==> config.mk <==
export PLATFORM = sky130hd
export DESIGN_NAME = escaped_frame_deframer_core
export DESIGN_NICKNAME = d
export VERILOG_FILES = /design/src/hw/rtl/efd_pkg.sv /design/src/hw/rtl/efd_cfg_regs.sv /design/src/hw/rtl/efd_ctrl.sv /design/src/hw/rtl/efd_dpath.sv /design/src/hw/rtl/escaped_frame_deframer_core.sv
export SDC_FILE = /design/constraint.sdc
export NUM_CORES = 1
export LEC_CHECK = 0
export BUFFER_PORTS_ARGS = -buffer_cell sky130_fd_sc_hd__buf_2
export CAP_MARGIN = 5
export CORE_ASPECT_RATIO = 1.5
export CORE_MARGIN = 3
export CORE_UTILIZATION = 41
export DETAILED_ROUTE_END_ITERATION = 8
export GPL_TIMING_DRIVEN = 0
export HOLD_SLACK_MARGIN = 0.1
export PLACE_DENSITY = 0.65
export SLEW_MARGIN = 20
export SYNTH_ARGS = -nofsm -noshare
export SYNTH_HDL_FRONTEND = slang
export SYNTH_HIERARCHICAL = 1
export SYNTH_SLANG_ARGS = --single-unit
==> constraint.sdc <==
create_clock -name clk -period 8.08 [get_ports clk]
set_input_delay 1.616 -clock clk [delete_from_list [all_inputs] [get_ports clk]]
set_output_delay 1.616 -clock clk [all_outputs]
set_load 0.1 [all_outputs]
==> src/hw/rtl/efd_pkg.sv <==
`timescale 1ns / 1ps
`default_nettype none
package efd_pkg;

	localparam int unsigned CodeW = 8;
	localparam int unsigned ApbAddrW = 3;
	localparam int unsigned ApbDataW = 32;

	localparam logic [CodeW-1:0] EscapeReset = 8'h48;
	localparam logic [CodeW-1:0] StartReset = 8'h10;

	typedef enum logic {
		REG_ESCAPE = 1'b0,
		REG_START = 1'b1
	} efd_reg_t;

	typedef enum logic [2:0] {
		ST_HUNT,
		ST_HUNT_ESC,
		ST_FRAME,
		ST_FRAME_ESC,
		ST_READ,
		ST_LOAD
	} efd_state_t;

	typedef struct packed {
		logic store;
		logic clear;
		logic rd_start;
		logic rd_issue;
		logic out_load;
	} efd_cmd_t;

	typedef struct packed {
		logic is_esc;
		logic is_start;
		logic len_zero;
		logic rd_last;
		logic out_free;
	} efd_status_t;

endpackage
`default_nettype wire

==> src/hw/rtl/efd_cfg_regs.sv <==
`timescale 1ns / 1ps
`default_nettype none
module efd_cfg_regs (
	input  wire logic                           clk,
	input  wire logic                           arst_n,
	input  wire logic                           psel,
	input  wire logic                           penable,
	input  wire logic                           pwrite,
	input  wire logic [efd_pkg::ApbAddrW-1:0]   paddr,
	input  wire logic [efd_pkg::ApbDataW-1:0]   pwdata,
	output logic      [efd_pkg::ApbDataW-1:0]   prdata,
	output logic                                pready,
	output logic      [efd_pkg::CodeW-1:0]      escape_code,
	output logic      [efd_pkg::CodeW-1:0]      start_code
);
	import efd_pkg::*;

	logic [CodeW-1:0] escape_q;
	logic [CodeW-1:0] start_q;
	logic             wr_en;
	efd_reg_t         reg_sel;

	assign pready = 1'b1;
	assign wr_en = psel & penable & pwrite;
	assign reg_sel = efd_reg_t'(paddr[2]);

	always_ff @(posedge clk or negedge arst_n) begin
		if (!arst_n) begin
			escape_q <= EscapeReset;
			start_q <= StartReset;
		end else if (wr_en) begin
			unique case (reg_sel)
				REG_ESCAPE: escape_q <= pwdata[CodeW-1:0];
				REG_START:  start_q <= pwdata[CodeW-1:0];
				default:    ;
			endcase
		end
	end

	always_comb begin
		unique case (reg_sel)
			REG_ESCAPE: prdata = {{(ApbDataW-CodeW){1'b0}}, escape_q};
			REG_START:  prdata = {{(ApbDataW-CodeW){1'b0}}, start_q};
			default:    prdata = '0;
		endcase
	end

	assign escape_code = escape_q;
	assign start_code = start_q;

endmodule
`default_nettype wire

==> src/hw/rtl/efd_ctrl.sv <==
`timescale 1ns / 1ps
`default_nettype none
module efd_ctrl (
	input  wire logic                 clk,
	input  wire logic                 arst_n,
	input  wire logic                 in_valid,
	output logic                      in_stall,
	input  wire efd_pkg::efd_status_t status,
	output efd_pkg::efd_cmd_t         cmd
);
	import efd_pkg::*;

	efd_state_t state_q;
	efd_state_t state_d;
	logic       fire;

	assign in_stall = (state_q == ST_READ) || (state_q == ST_LOAD);
	assign fire = in_valid & ~in_stall;

	always_ff @(posedge clk or negedge arst_n) begin
		if (!arst_n) begin
			state_q <= ST_HUNT;
		end else begin
			state_q <= state_d;
		end
	end

	always_comb begin
		state_d = state_q;
		unique case (state_q)
			ST_HUNT: begin
				if (fire && status.is_esc) state_d = ST_HUNT_ESC;
			end
			ST_HUNT_ESC: begin
				if (fire) state_d = status.is_start ? ST_FRAME : ST_HUNT;
			end
			ST_FRAME: begin
				if (fire && status.is_esc) state_d = ST_FRAME_ESC;
			end
			ST_FRAME_ESC: begin
				if (fire) begin
					priority if (status.is_start) begin
						state_d = status.len_zero ? ST_HUNT : ST_READ;
					end else if (status.is_esc) begin
						state_d = ST_FRAME;
					end else begin
						state_d = ST_HUNT;
					end
				end
			end
			ST_READ: state_d = ST_LOAD;
			ST_LOAD: begin
				if (status.out_free) state_d = status.rd_last ? ST_HUNT : ST_READ;
			end
			default: state_d = ST_HUNT;
		endcase
	end

	always_comb begin
		cmd = '0;
		unique case (state_q)
			ST_HUNT: ;
			ST_HUNT_ESC: begin
				cmd.clear = fire & status.is_start;
			end
			ST_FRAME: begin
				cmd.store = fire & ~status.is_esc;
			end
			ST_FRAME_ESC: begin
				if (fire) begin
					priority if (status.is_start) begin
						cmd.rd_start = 1'b1;
						cmd.clear = status.len_zero;
					end else if (status.is_esc) begin
						cmd.store = 1'b1;
					end else begin
						cmd.clear = 1'b1;
					end
				end
			end
			ST_READ: cmd.rd_issue = 1'b1;
			ST_LOAD: begin
				cmd.out_load = status.out_free;
				cmd.clear = status.out_free & status.rd_last;
			end
			default: ;
		endcase
	end

endmodule
`default_nettype wire

==> src/hw/rtl/efd_dpath.sv <==
`timescale 1ns / 1ps
`default_nettype none
module efd_dpath #(
	parameter int unsigned MAX_FRAME = 64
) (
	input  wire logic                        clk,
	input  wire logic                        arst_n,
	input  wire logic [efd_pkg::CodeW-1:0]   in_byte,
	input  wire logic [efd_pkg::CodeW-1:0]   escape_code,
	input  wire logic [efd_pkg::CodeW-1:0]   start_code,
	input  wire efd_pkg::efd_cmd_t           cmd,
	output efd_pkg::efd_status_t             status,
	output logic                             frame_valid,
	input  wire logic                        frame_stall,
	output logic      [efd_pkg::CodeW-1:0]   frame_byte,
	output logic                             frame_last,
	output logic                             truncated
);
	import efd_pkg::*;

	localparam int unsigned LenW = $clog2(MAX_FRAME + 1);
	localparam int unsigned AddrW = (MAX_FRAME > 1) ? $clog2(MAX_FRAME) : 1;
	localparam logic [LenW-1:0] LenMax = LenW'(MAX_FRAME);

	logic [CodeW-1:0] mem_q [MAX_FRAME];
	logic [CodeW-1:0] rd_data_q;
	logic [LenW-1:0]  len_q;
	logic [LenW-1:0]  rd_idx_q;
	logic [LenW-1:0]  rd_next;
	logic             ovf_q;
	logic             full;
	logic             out_valid_q;
	logic [CodeW-1:0] out_byte_q;
	logic             out_last_q;
	logic             out_trunc_q;

	assign full = (len_q == LenMax);
	assign rd_next = rd_idx_q + 1'b1;

	assign status.is_esc = (in_byte == escape_code);
	assign status.is_start = (in_byte == start_code);
	assign status.len_zero = (len_q == '0);
	assign status.rd_last = (rd_next == len_q);
	assign status.out_free = ~out_valid_q | ~frame_stall;

	always_ff @(posedge clk) begin
		if (cmd.store && !full) begin
			mem_q[len_q[AddrW-1:0]] <= in_byte;
		end
		if (cmd.rd_issue) begin
			rd_data_q <= mem_q[rd_idx_q[AddrW-1:0]];
		end
	end

	always_ff @(posedge clk or negedge arst_n) begin
		if (!arst_n) begin
			len_q <= '0;
			ovf_q <= 1'b0;
			rd_idx_q <= '0;
		end else begin
			priority if (cmd.clear) begin
				len_q <= '0;
				ovf_q <= 1'b0;
			end else if (cmd.store) begin
				if (full) ovf_q <= 1'b1;
				else len_q <= len_q + 1'b1;
			end
			priority if (cmd.rd_start) begin
				rd_idx_q <= '0;
			end else if (cmd.out_load) begin
				rd_idx_q <= rd_next;
			end
		end
	end

	always_ff @(posedge clk or negedge arst_n) begin
		if (!arst_n) begin
			out_valid_q <= 1'b0;
		end else if (cmd.out_load) begin
			out_valid_q <= 1'b1;
		end else if (!frame_stall) begin
			out_valid_q <= 1'b0;
		end
	end

	always_ff @(posedge clk) begin
		if (cmd.out_load) begin
			out_byte_q <= rd_data_q;
			out_last_q <= status.rd_last;
			out_trunc_q <= ovf_q;
		end
	end

	assign frame_valid = out_valid_q;
	assign frame_byte = out_byte_q;
	assign frame_last = out_last_q;
	assign truncated = out_trunc_q;

endmodule
`default_nettype wire

==> src/hw/rtl/escaped_frame_deframer_core.sv <==
`timescale 1ns / 1ps
`default_nettype none
// Input bytes: one per cycle while parsing; in_stall is high only while a frame drains.
// Drain: each payload byte takes a buffer read, then an output register load that waits while the output is held.
// After the closing transaction, the first result goes through the buffer read, then the output register load.
// Output register lets the next frame's bytes be taken while the last result waits.
// Reset (arst_n low, async): hunting, length and overflow cleared, codes 0x48 / 0x10.
module escaped_frame_deframer_core #(
	parameter int unsigned MAX_FRAME = 64
) (
	input  wire logic                           clk,
	input  wire logic                           arst_n,
	input  wire logic                           psel,
	input  wire logic                           penable,
	input  wire logic                           pwrite,
	input  wire logic [efd_pkg::ApbAddrW-1:0]   paddr,
	input  wire logic [efd_pkg::ApbDataW-1:0]   pwdata,
	output logic      [efd_pkg::ApbDataW-1:0]   prdata,
	output logic                                pready,
	input  wire logic                           in_valid,
	output logic                                in_stall,
	input  wire logic [efd_pkg::CodeW-1:0]      in_byte,
	output logic                                frame_valid,
	input  wire logic                           frame_stall,
	output logic      [efd_pkg::CodeW-1:0]      frame_byte,
	output logic                                frame_last,
	output logic                                truncated
);
	import efd_pkg::*;

	logic [CodeW-1:0] escape_code;
	logic [CodeW-1:0] start_code;
	efd_cmd_t         cmd;
	efd_status_t      status;

	efd_cfg_regs u_regs (
		.clk         (clk),
		.arst_n      (arst_n),
		.psel        (psel),
		.penable     (penable),
		.pwrite      (pwrite),
		.paddr       (paddr),
		.pwdata      (pwdata),
		.prdata      (prdata),
		.pready      (pready),
		.escape_code (escape_code),
		.start_code  (start_code)
	);

	efd_ctrl u_ctrl (
		.clk      (clk),
		.arst_n   (arst_n),
		.in_valid (in_valid),
		.in_stall (in_stall),
		.status   (status),
		.cmd      (cmd)
	);

	efd_dpath #(
		.MAX_FRAME (MAX_FRAME)
	) u_dpath (
		.clk         (clk),
		.arst_n      (arst_n),
		.in_byte     (in_byte),
		.escape_code (escape_code),
		.start_code  (start_code),
		.cmd         (cmd),
		.status      (status),
		.frame_valid (frame_valid),
		.frame_stall (frame_stall),
		.frame_byte  (frame_byte),
		.frame_last  (frame_last),
		.truncated   (truncated)
	);

endmodule
`default_nettype wire

==> results_tabular.tex, run 1 <==
\begin{tabular}{lr}
\hline
Metric & Value \\
\hline
\multicolumn{2}{l}{\textbf{Outcome}} \\
Status & complete, no violations \\
\multicolumn{2}{l}{\textbf{Synthesis}} \\
Ys async rst share & 6.19\% \\
Post-Synth Adder-Cell Area & 0.165\% \\
Post-synthesis cell type count & 56 \\
FF+latch count, synth & 565 \\
Synthesized-area fraction occupied by xor and xnor cells & 1.27\% \\
Sequential element share of the synthesized area & 74.0\% \\
Dominant cell type by area after synthesis & sky130\_fd\_sc\_hd\_\_edfxtp\_1 \\
Compound-cell area share of the yosys netlist & 2.19\% \\
Count of warnings emitted by yosys & 6 \\
Multiplexer share of the synthesized area & 15.8\% \\
Post-Syn Area & 22,700 um2 \\
Count leader, synth & sky130\_fd\_sc\_hd\_\_edfxtp\_1 \\
Count of mapped cells out of synthesis & 1,134 \\
Dominant combinational cell family by area after synthesis & multiplexers \\
Post-Synthesis Mean Instance Area & 20.0 um2 \\
List of most frequent post-synthesis cells & 530 x sky130\_fd\_sc\_hd\_\_edfxtp\_1, 136 x sky130\_fd\_sc\_hd\_\_mux4\_2, 92 x sky130\_fd\_sc\_hd\_\_nor2\_1 \\
Post-Synth Simple-Gate Area & 4.03\% \\
Cell types occupying the most area after synthesis & sky130\_fd\_sc\_hd\_\_edfxtp\_1 70\%, sky130\_fd\_sc\_hd\_\_mux4\_2 13\%, sky130\_fd\_sc\_hd\_\_dfrtp\_1 3.5\% \\
Most used flip-flop cell after synthesis & sky130\_fd\_sc\_hd\_\_edfxtp\_1 \\
Area share of the largest cell type after synthesis & 70.1\% \\
Count of flip-flops with a built-in enable after synthesis & 530 \\
\multicolumn{2}{l}{\textbf{Placement}} \\
Count of buffers from port buffering & 42 \\
Number of cells in the design after placement & 1,894 \\
Half-perimeter wire length after detailed placement & 32.2 mm \\
Routability cong. & 0.881 \\
\multicolumn{2}{l}{\textbf{Power}} \\
Net Sw Power & 1.20 mW \\
Sequential Power Share & 55.3\% \\
Worst VDD drop & 165 uV \\
Int Power & 4.64 mW \\
Comb power frac & 4.4\% \\
Leakage power total & 8.02 nW \\
Pwr/cell area & 229 nW/um2 \\
Clk network pwr share & 40.3\% \\
Net switching share of the total power & 20.6\% \\
\multicolumn{2}{l}{\textbf{Routing}} \\
Avg Vias per Cell & 5.52 \\
Residual DRC count & 0 \\
Routed wire length per instance & 24.6 um \\
Final WL & 48.6 mm \\
DRC violation total after the first TritonRoute iteration & 907 \\
Post-detailed-route count of antenna-violating nets & 0 \\
Vias & 10,900 \\
Count of TritonRoute iterations in the first routing pass & 5 \\
\multicolumn{2}{l}{\textbf{Hold path}} \\
Hold WC Path Type & register to register \\
Endpoint, Worst Hold & u\_dpath/frame\_byte[1]\$\_DFFE\_PP\_ \\
Worst hold path stage count & 0 \\
Startpoint of the most critical hold path & u\_dpath/rd\_data\_q[1]\$\_DFFE\_PP\_ \\
\multicolumn{2}{l}{\textbf{GRT}} \\
Congestion Overflow GR & 0 \\
All-layer global routing usage & 16.9\% \\
Number of antenna violations at the first check in global routing & 0 \\
Wire length of the first global-routing pass & 73.1 mm \\
Via count of the first global-routing pass & 11,300 \\
Pin count of the biggest net entering global routing & 67 \\
\multicolumn{2}{l}{\textbf{Job}} \\
Number of violations of the max-capacitance limit & 0 \\
\multicolumn{2}{l}{\textbf{Clocking}} \\
Clock transition at the register clock pins on the worst setup and hold paths after CTS & 0.06 ns \\
CTS tree & yes \\
Post-CTS repair timing setup buffer count & 0 \\
Number of gates resized after cts & 0 \\
Total clock buffers created by CTS & 48 \\
Total of hold buffers inserted after clock tree synthesis & 0 \\
Clk Tree Root Cell & sky130\_fd\_sc\_hd\_\_clkbuf\_16 \\
Number of buffers between clock root and the deepest sink & 3 \\
Clock latency on the worst-skew pair & 0.57 ns \\
Number of H-tree levels & 2 \\
Clk sinks & 565 \\
\multicolumn{2}{l}{\textbf{Layout}} \\
Number of nets in the layout & 1,302 \\
Inserted Diodes & 0 \\
Total of fill cells in the finished design & 4,492 \\
Post-Route Utilization & 46.5\% \\
Post-route non-filler standard cell count & 1,980 \\
Layout overhead on the synthesized area & 12.3\% \\
Fraction of final layout cells sized beyond drive strength 1 & 27.2\% \\
\multicolumn{2}{l}{\textbf{Setup path}} \\
Worst-path fanout max & 66 \\
Reg-to-Reg Start & u\_regs/escape\_code[3]\$\_DFFE\_PN1P\_ \\
Worst setup path class & input port to register \\
CP endpoint kind & register \\
Req. time, crit path & 8.26 ns \\
Arrival time at the worst endpoint & 6.01 ns \\
R2R depth & 11 \\
Setup slack of the worst register-to-register path & 3.48 ns \\
Startpoint Class & input port \\
Endpoint of the most critical register-to-register path & u\_dpath/mem\_q[18][1]\$\_DFFE\_PP\_ \\
\multicolumn{2}{l}{\textbf{STA}} \\
Max-slew violation total from the final report & 0 \\
Slew @ Worst Pin & 0.986 ns \\
Hold violation total from the final report & 0 \\
Tcrit/Tclk final & 72.2\% \\
Fmax achieved & 171 MHz \\
Worst rel slew slack & 34.0\% \\
Final total negative setup slack & 0 ns \\
Fin Hold WS & 0.457 ns \\
Clock skew & 0.0188 ns \\
Number of failing setup endpoints in the final timing report & 0 \\
Setup repair after global routing missed its margin & false \\
Final min period & 5.84 ns \\
\multicolumn{2}{l}{\textbf{Floorplanning}} \\
Full die area & 58,300 um2 \\
Core area & 54,800 um2 \\
Effective utilization at floorplan & 41.4\% \\
Top-Level Pins & 95 \\
Die Height & 294 um \\
Die width & 198 um \\
Core Rows & 105 \\
\hline
\end{tabular}
## per-layer routing
metal	vias to the layer above	wire length [um]	GRT usage (%)
li1	4761	-	-
met1	5747	18200	20.8
met2	342	26300	30.4
met3	82	2440	2.41
met4	0	1700	6.20
met5	-	0	0
## registers in the layout, indices dropped and copies added, names as in the netlist
register and cells:
u_dpath/frame_last 1, u_dpath/frame_byte 8, u_dpath/len_q 7, u_dpath/truncated 1, u_dpath/rd_data_q 8, u_ctrl/state_q 3, u_dpath/rd_idx_q 7, u_regs/escape_code 8
u_regs/start_code 8, u_dpath/mem_q 512, u_dpath/ovf_q 1, u_dpath/frame_valid 1
## placed cells by master, fill, tap and decap left out, types with 3 or more instances in the layout
| master | count |
|---|---|
| sky130_fd_sc_hd__nand4_1 | 7 |
| sky130_fd_sc_hd__mux2_2 | 24 |
| sky130_fd_sc_hd__mux4_2 | 136 |
| sky130_fd_sc_hd__clkinv_2 | 12 |
| sky130_fd_sc_hd__xor2_1 | 9 |
| sky130_fd_sc_hd__nand2_1 | 23 |
| sky130_fd_sc_hd__clkinv_1 | 8 |
| sky130_fd_sc_hd__o221ai_1 | 7 |
| sky130_fd_sc_hd__xnor2_1 | 24 |
| sky130_fd_sc_hd__nor2b_1 | 7 |
| sky130_fd_sc_hd__and2_1 | 6 |
| sky130_fd_sc_hd__nand3_1 | 13 |
| sky130_fd_sc_hd__a21oi_1 | 14 |
| sky130_fd_sc_hd__a22oi_1 | 16 |
| sky130_fd_sc_hd__or3_1 | 3 |
| sky130_fd_sc_hd__o21ai_0 | 11 |
| sky130_fd_sc_hd__bufinv_16 | 8 |
| sky130_fd_sc_hd__nand3b_1 | 13 |
| sky130_fd_sc_hd__mux2i_1 | 26 |
| sky130_fd_sc_hd__a221oi_1 | 8 |
| sky130_fd_sc_hd__buf_4 | 43 |
| sky130_fd_sc_hd__a21boi_0 | 7 |
| sky130_fd_sc_hd__conb_1 | 25 |
| sky130_fd_sc_hd__nor2_1 | 91 |
| sky130_fd_sc_hd__buf_1 | 9 |
| sky130_fd_sc_hd__buf_6 | 6 |
| sky130_fd_sc_hd__buf_2 | 52 |
| sky130_fd_sc_hd__clkbuf_16 | 49 |
| sky130_fd_sc_hd__dfrtp_1 | 32 |
| sky130_fd_sc_hd__or3b_2 | 3 |
| sky130_fd_sc_hd__clkbuf_1 | 22 |
| sky130_fd_sc_hd__edfxtp_1 | 530 |
| sky130_fd_sc_hd__inv_1 | 4 |
| sky130_fd_sc_hd__ha_1 | 3 |
| sky130_fd_sc_hd__dfstp_2 | 3 |
## area by class of cell
cell class,instances,area [um2],area share (%)
clock buffers,56,1250,4.91
repair buffers,42,230,0.903
inverters,5,18.8,0.0736
plain buffers,85,546,2.14
well taps,695,870,3.41
flip-flops and latches,565,16800,65.9
multi-input cells,502,5430,21.3
clock inverters,30,347,1.36
## worst max-delay path: stages
cell and delay [ns]:
sky130_fd_sc_hd__buf_4 0.54, sky130_fd_sc_hd__xnor2_1 0.20, sky130_fd_sc_hd__nand4_1 0.13, sky130_fd_sc_hd__nor2_1 0.35
sky130_fd_sc_hd__nor2b_1 0.26, sky130_fd_sc_hd__nor2b_2 0.06, sky130_fd_sc_hd__nor4_1 0.73, sky130_fd_sc_hd__o21a_1 0.21
sky130_fd_sc_hd__clkbuf_1 0.29, sky130_fd_sc_hd__and2_1 0.27, sky130_fd_sc_hd__nand2_1 0.38, sky130_fd_sc_hd__nor2_1 0.87
## kinds of logic after synthesis
group,after synthesis
compound gates,72
other cells,2
fa+ha+maj,3
mux,186
buf+inv,90
xor+xnor,33
flops,565
simple gates,183
## how the worst max path moves through the flow
| stage | slack, ns | start | to |
|---|---|---|---|
| after detailed placement | 1.32 | in_byte[2] | u_dpath/mem_q[27][4]$_DFFE_PP_ |
| after global placement | 1.34 | in_byte[1] | u_dpath/mem_q[19][6]$_DFFE_PP_ |
| after global routing | 1.95 | in_byte[1] | u_dpath/mem_q[19][5]$_DFFE_PP_ |
| final | 2.24 | in_byte[1] | u_dpath/mem_q[18][1]$_DFFE_PP_ |
| after floorplan | 3.85 | in_byte[0] | u_dpath/mem_q[56][0]$_DFFE_PP_ |
| after CTS | 1.91 | in_byte[2] | u_dpath/mem_q[27][4]$_DFFE_PP_ |
## per-stage QoR
stage	worst slack, ns	power, mW	instance area (um2)
floorplan	3.85	3.48	22800
global placement	1.34	3.55	23900
detailed placement	1.32	3.56	23900
CTS	1.91	5.91	25500
global route	1.95	6.02	25500
finish	2.24	5.84	25500
## power groups by stage
stage	Combinational (mW)	Sequential [mW]	Clock [mW]
floorplan	0.186	3.29	0
global placement	0.253	3.30	0
detailed placement	0.258	3.30	0
CTS	0.258	3.23	2.41
global route	0.270	3.23	2.52
finish	0.255	3.23	2.35
No activity file was read; power rests on OpenSTA's default activity.
==> run 2, diff against run 1 <==
--- a/config.mk
+++ b/config.mk
@@ -5,6 +5,7 @@
 export SDC_FILE = /design/constraint.sdc
 export NUM_CORES = 1
 export LEC_CHECK = 0
+export ABC_AREA = 1
 export BUFFER_PORTS_ARGS = -buffer_cell sky130_fd_sc_hd__buf_2
 export CAP_MARGIN = 5
 export CORE_ASPECT_RATIO = 1.5
==> constraint.sdc (replaced) <==
create_clock -name clk -period 5.8 [get_ports clk]
set_input_delay 1.16 -clock clk [delete_from_list [all_inputs] [get_ports clk]]
set_output_delay 1.16 -clock clk [all_outputs]
set_load 0.1 [all_outputs]
==> run 2 against run 1 <==
Synthesized area rose by 4.6%. Worst hold slack got worse by 0.038 ns. Critical path depth rose by 1. Sequential cell count did not move. Sequential share of layout area fell by 3.0 points. Cell area rose by 4.8%. Clock skew rose by 0.0016 ns. Non-clock buffer count rose by 57. Final cell count rose by 55%. Utilization rose by 0.33 points.
==> results_tabular.tex, run 2 <==
\begin{tabular}{lr}
\hline
Metric & Value \\
\hline
\multicolumn{2}{l}{\textbf{Routing}} \\
Final WL & 70.7 mm (was 48.6 mm) \\
Vias & 16,500 (was 10,900) \\
Met3 wirelength from detailed routing & 4.00 mm (was 2.44 mm) \\
Met1 wire length & 25.0 mm (was 18.2 mm) \\
Topmost layer with routed signal wires & met5 (was met4) \\
Routed wire length per instance & 23.0 um (was 24.6 um) \\
Met2 wirelength from detailed routing & 35.7 mm (was 26.3 mm) \\
Count of TritonRoute iterations in the first routing pass & 5 (unchanged) \\
DRC violation total after the first TritonRoute iteration & 1,530 (was 907) \\
Residual DRC count & 0 (unchanged) \\
Avg Vias per Cell & 5.36 (was 5.52) \\
Post-detailed-route count of antenna-violating nets & 0 (unchanged) \\
\multicolumn{2}{l}{\textbf{GRT}} \\
All-layer global routing usage & 22.9\% (was 16.9\%) \\
Via count of the first global-routing pass & 15,800 (was 11,300) \\
Pin count of the biggest net entering global routing & 67 (unchanged) \\
Number of antenna violations at the first check in global routing & 1 (was 0) \\
Wire length of the first global-routing pass & 102 mm (was 73.1 mm) \\
Congestion Overflow GR & 0 (unchanged) \\
\multicolumn{2}{l}{\textbf{STA}} \\
Final worst-path setup slack & 0.812 ns (was 2.24 ns) \\
Fmax achieved & 200 MHz \\
Max-slew violation total from the final report & 0 (unchanged) \\
Slew @ Worst Pin & 0.967 ns (was 0.986 ns) \\
Setup repair after global routing missed its margin & false (unchanged) \\
Tcrit/Tclk final & 86.0\% \\
Fin Hold WS & 0.419 ns (was 0.457 ns) \\
Worst rel slew slack & 35.3\% (was 34.0\%) \\
Final min period & 4.99 ns \\
Clock skew & 0.0203 ns (was 0.0188 ns) \\
Number of failing setup endpoints in the final timing report & 0 (unchanged) \\
Hold violation total from the final report & 0 (unchanged) \\
Final total negative setup slack & 0 ns (unchanged) \\
\multicolumn{2}{l}{\textbf{Setup path}} \\
Arrival time at the worst endpoint & 5.19 ns (was 6.01 ns) \\
Setup slack of the worst register-to-register path & 1.64 ns (was 3.48 ns) \\
Startpoint Class & input port (unchanged) \\
CP endpoint kind & register (unchanged) \\
Worst-path fanout max & 66 (unchanged) \\
Req. time, crit path & 6.00 ns (was 8.26 ns) \\
Worst setup path class & input port to register (unchanged) \\
R2R depth & 11 (unchanged) \\
Endpoint of the most critical register-to-register path & u\_dpath/mem\_q[48][3]\$\_DFFE\_PP\_ (was u\_dpath/mem\_q[18][1]\$\_DFFE\_PP\_) \\
Reg-to-Reg Start & u\_regs/escape\_code[6]\$\_DFFE\_PN1P\_ (was u\_regs/escape\_code[3]\$\_DFFE\_PN1P\_) \\
\multicolumn{2}{l}{\textbf{Synthesis}} \\
FF+latch count, synth & 565 (unchanged) \\
Cell types occupying the most area after synthesis & sky130\_fd\_sc\_hd\_\_edfxtp\_1 67\%, sky130\_fd\_sc\_hd\_\_nand2\_1 14\%, sky130\_fd\_sc\_hd\_\_nand3\_1 6.7\% (was sky130\_fd\_sc\_hd\_\_edfxtp\_1 70\%, sky130\_fd\_sc\_hd\_\_mux4\_2 13\%, sky130\_fd\_sc\_hd\_\_dfrtp\_1 3.5\%) \\
Area share of the largest cell type after synthesis & 67.0\% (was 70.1\%) \\
Post-Syn Area & 23,700 um2 (was 22,700 um2) \\
Dominant cell type by area after synthesis & sky130\_fd\_sc\_hd\_\_edfxtp\_1 (unchanged) \\
Sequential element share of the synthesized area & 70.7\% (was 74.0\%) \\
Count of mapped cells out of synthesis & 2,148 (was 1,134) \\
Count of flip-flops with a built-in enable after synthesis & 530 (unchanged) \\
Count of warnings emitted by yosys & 6 (unchanged) \\
List of most frequent post-synthesis cells & 854 x sky130\_fd\_sc\_hd\_\_nand2\_1, 530 x sky130\_fd\_sc\_hd\_\_edfxtp\_1, 317 x sky130\_fd\_sc\_hd\_\_nand3\_1 (was 530 x sky130\_fd\_sc\_hd\_\_edfxtp\_1, 136 x sky130\_fd\_sc\_hd\_\_mux4\_2, 92 x sky130\_fd\_sc\_hd\_\_nor2\_1) \\
Post-synthesis cell type count & 38 (was 56) \\
Ys async rst share & 6.19\% (unchanged) \\
Post-Synthesis Mean Instance Area & 11.1 um2 (was 20.0 um2) \\
Count leader, synth & sky130\_fd\_sc\_hd\_\_nand2\_1 (was sky130\_fd\_sc\_hd\_\_edfxtp\_1) \\
Most used flip-flop cell after synthesis & sky130\_fd\_sc\_hd\_\_edfxtp\_1 (unchanged) \\
\multicolumn{2}{l}{\textbf{Layout}} \\
Most used cells in the layout excluding fill and tap cells & 854 x sky130\_fd\_sc\_hd\_\_nand2\_1, 530 x sky130\_fd\_sc\_hd\_\_edfxtp\_1, 317 x sky130\_fd\_sc\_hd\_\_nand3\_1 (was 530 x sky130\_fd\_sc\_hd\_\_edfxtp\_1, 136 x sky130\_fd\_sc\_hd\_\_mux4\_2, 91 x sky130\_fd\_sc\_hd\_\_nor2\_1) \\
Leading cell type in the layout, fill and taps excluded & sky130\_fd\_sc\_hd\_\_nand2\_1 (was sky130\_fd\_sc\_hd\_\_edfxtp\_1) \\
Layout overhead on the synthesized area & 12.5\% (was 12.3\%) \\
Largest register FFs & 512 (unchanged) \\
Post-Route Utilization & 46.9\% (was 46.5\%) \\
Number of nets in the layout & 2,323 (was 1,302) \\
Post-route non-filler standard cell count & 3,070 (was 1,980) \\
Fraction of final layout cells sized beyond drive strength 1 & 11.0\% (was 27.2\%) \\
Inserted Diodes & 0 (unchanged) \\
Post-route cell area & 26,700 um2 (was 25,500 um2) \\
\multicolumn{2}{l}{\textbf{Floorplanning}} \\
Core area & 57,000 um2 (was 54,800 um2) \\
Top-Level Pins & 95 (unchanged) \\
Core Rows & 107 (was 105) \\
Effective utilization at floorplan & 41.6\% (was 41.4\%) \\
Die Height & 301 um (was 294 um) \\
Full die area & 60,900 um2 (was 58,300 um2) \\
Die width & 202 um (was 198 um) \\
\multicolumn{2}{l}{\textbf{Clocking}} \\
Clk Tree Root Cell & sky130\_fd\_sc\_hd\_\_clkbuf\_16 (unchanged) \\
Clk sinks & 565 (unchanged) \\
Number of H-tree levels & 2 (unchanged) \\
Total of hold buffers inserted after clock tree synthesis & 0 (unchanged) \\
Number of buffers between clock root and the deepest sink & 3 (unchanged) \\
Clock latency on the worst-skew pair & 0.58 ns (was 0.57 ns) \\
Number of gates resized after cts & 0 (unchanged) \\
CTS tree & yes (unchanged) \\
Post-CTS repair timing setup buffer count & 0 (unchanged) \\
Total clock buffers created by CTS & 49 (was 48) \\
Clock transition at the register clock pins on the worst setup and hold paths after CTS & 0.07 ns (was 0.06 ns) \\
\multicolumn{2}{l}{\textbf{Placement}} \\
Half-perimeter wire length after detailed placement & 50.7 mm (was 32.2 mm) \\
Routability cong. & 1.04 (was 0.881) \\
Pre-CTS setup slack & 0.268 ns (was 1.32 ns) \\
Count of buffers from port buffering & 42 (unchanged) \\
Cell area reported after detailed placement & 25,200 um2 (was 23,900 um2) \\
Number of cells in the design after placement & 2,982 (was 1,894) \\
\multicolumn{2}{l}{\textbf{Outcome}} \\
Status & complete, no violations (unchanged) \\
\multicolumn{2}{l}{\textbf{Hold path}} \\
Hold WC Path Type & register to register (unchanged) \\
Startpoint of the most critical hold path & u\_dpath/rd\_data\_q[1]\$\_DFFE\_PP\_ (unchanged) \\
Worst hold path stage count & 0 (unchanged) \\
Endpoint, Worst Hold & u\_dpath/frame\_byte[1]\$\_DFFE\_PP\_ (unchanged) \\
\multicolumn{2}{l}{\textbf{Job}} \\
Number of violations of the max-capacitance limit & 0 (unchanged) \\
\multicolumn{2}{l}{\textbf{Power}} \\
Worst VDD drop & 215 uV (was 165 uV) \\
Pwr/cell area & 308 nW/um2 (was 229 nW/um2) \\
Final total power & 8.23 mW (was 5.84 mW) \\
Leakage power total & 10.1 nW (was 8.02 nW) \\
\hline
\end{tabular}
[run 2: area by class of cell]
class,instances,area (um2)
Clock inverter,26,236
Clock buffer,62,1330
Inverter,40,153
Tap cell,763,955
Multi-Input combinational cell,1430,6140
Buffer,136,752
Sequential cell,565,16800
Fill cell,5245,30300
Timing Repair Buffer,48,365
[run 2: how the worst max path moves through the flow]
stage	startpoint	endpoint	slack, ns	cells past startpoint
floorplan	paddr[2]	prdata[0]	2.33	5
finish	in_byte[6]	u_dpath/mem_q[48][3]$_DFFE_PP_	0.81	13
global route	in_byte[6]	u_dpath/mem_q[48][7]$_DFFE_PP_	0.61	13
detailed placement	in_byte[6]	u_dpath/mem_q[34][1]$_DFFE_PP_	0.27	13
global placement	in_byte[3]	u_dpath/mem_q[18][5]$_DFFE_PP_	-0.23	13
CTS	in_byte[6]	u_dpath/mem_q[48][7]$_DFFE_PP_	0.85	13
[run 2: kinds of logic after synthesis]
group | synth area share [%]
AOI/OAI and AO/OA | 2.10
xor gates and xnor gates | 0.590
adders and majority gates | 0.158
buffers and inverters | 3.81
DFF | 70.7
other | 0.0316
and+or+nand+nor | 22.6
[run 2: worst max-delay path, stage by stage]
cell and delay (ns):
sky130_fd_sc_hd__buf_4 0.60, sky130_fd_sc_hd__xnor2_1 0.16, sky130_fd_sc_hd__nand4_1 0.19, sky130_fd_sc_hd__nor4_1 0.09, sky130_fd_sc_hd__inv_1 0.11, sky130_fd_sc_hd__nand2_1 0.08, sky130_fd_sc_hd__nand2_1 0.06, sky130_fd_sc_hd__inv_1 0.05
sky130_fd_sc_hd__nor4_1 0.47, sky130_fd_sc_hd__o21ai_4 0.21, sky130_fd_sc_hd__inv_2 0.18, sky130_fd_sc_hd__nand4_1 0.76, sky130_fd_sc_hd__nor2_1 0.99
[run 2: metal layers]
layer	track usage, %	vias to the layer above
li1	-	7561
met1	25.5	8000
met2	40.7	697
met3	2.57	194
met4	16.1	2
met5	0	-
[run 2: power by group]
group | total [mW] | internal [mW] | switching [mW]
clock | 3.24 | 1.80 | 1.44
combinational | 0.460 | 0.102 | 0.358
sequential | 4.53 | 4.49 | 0.0374
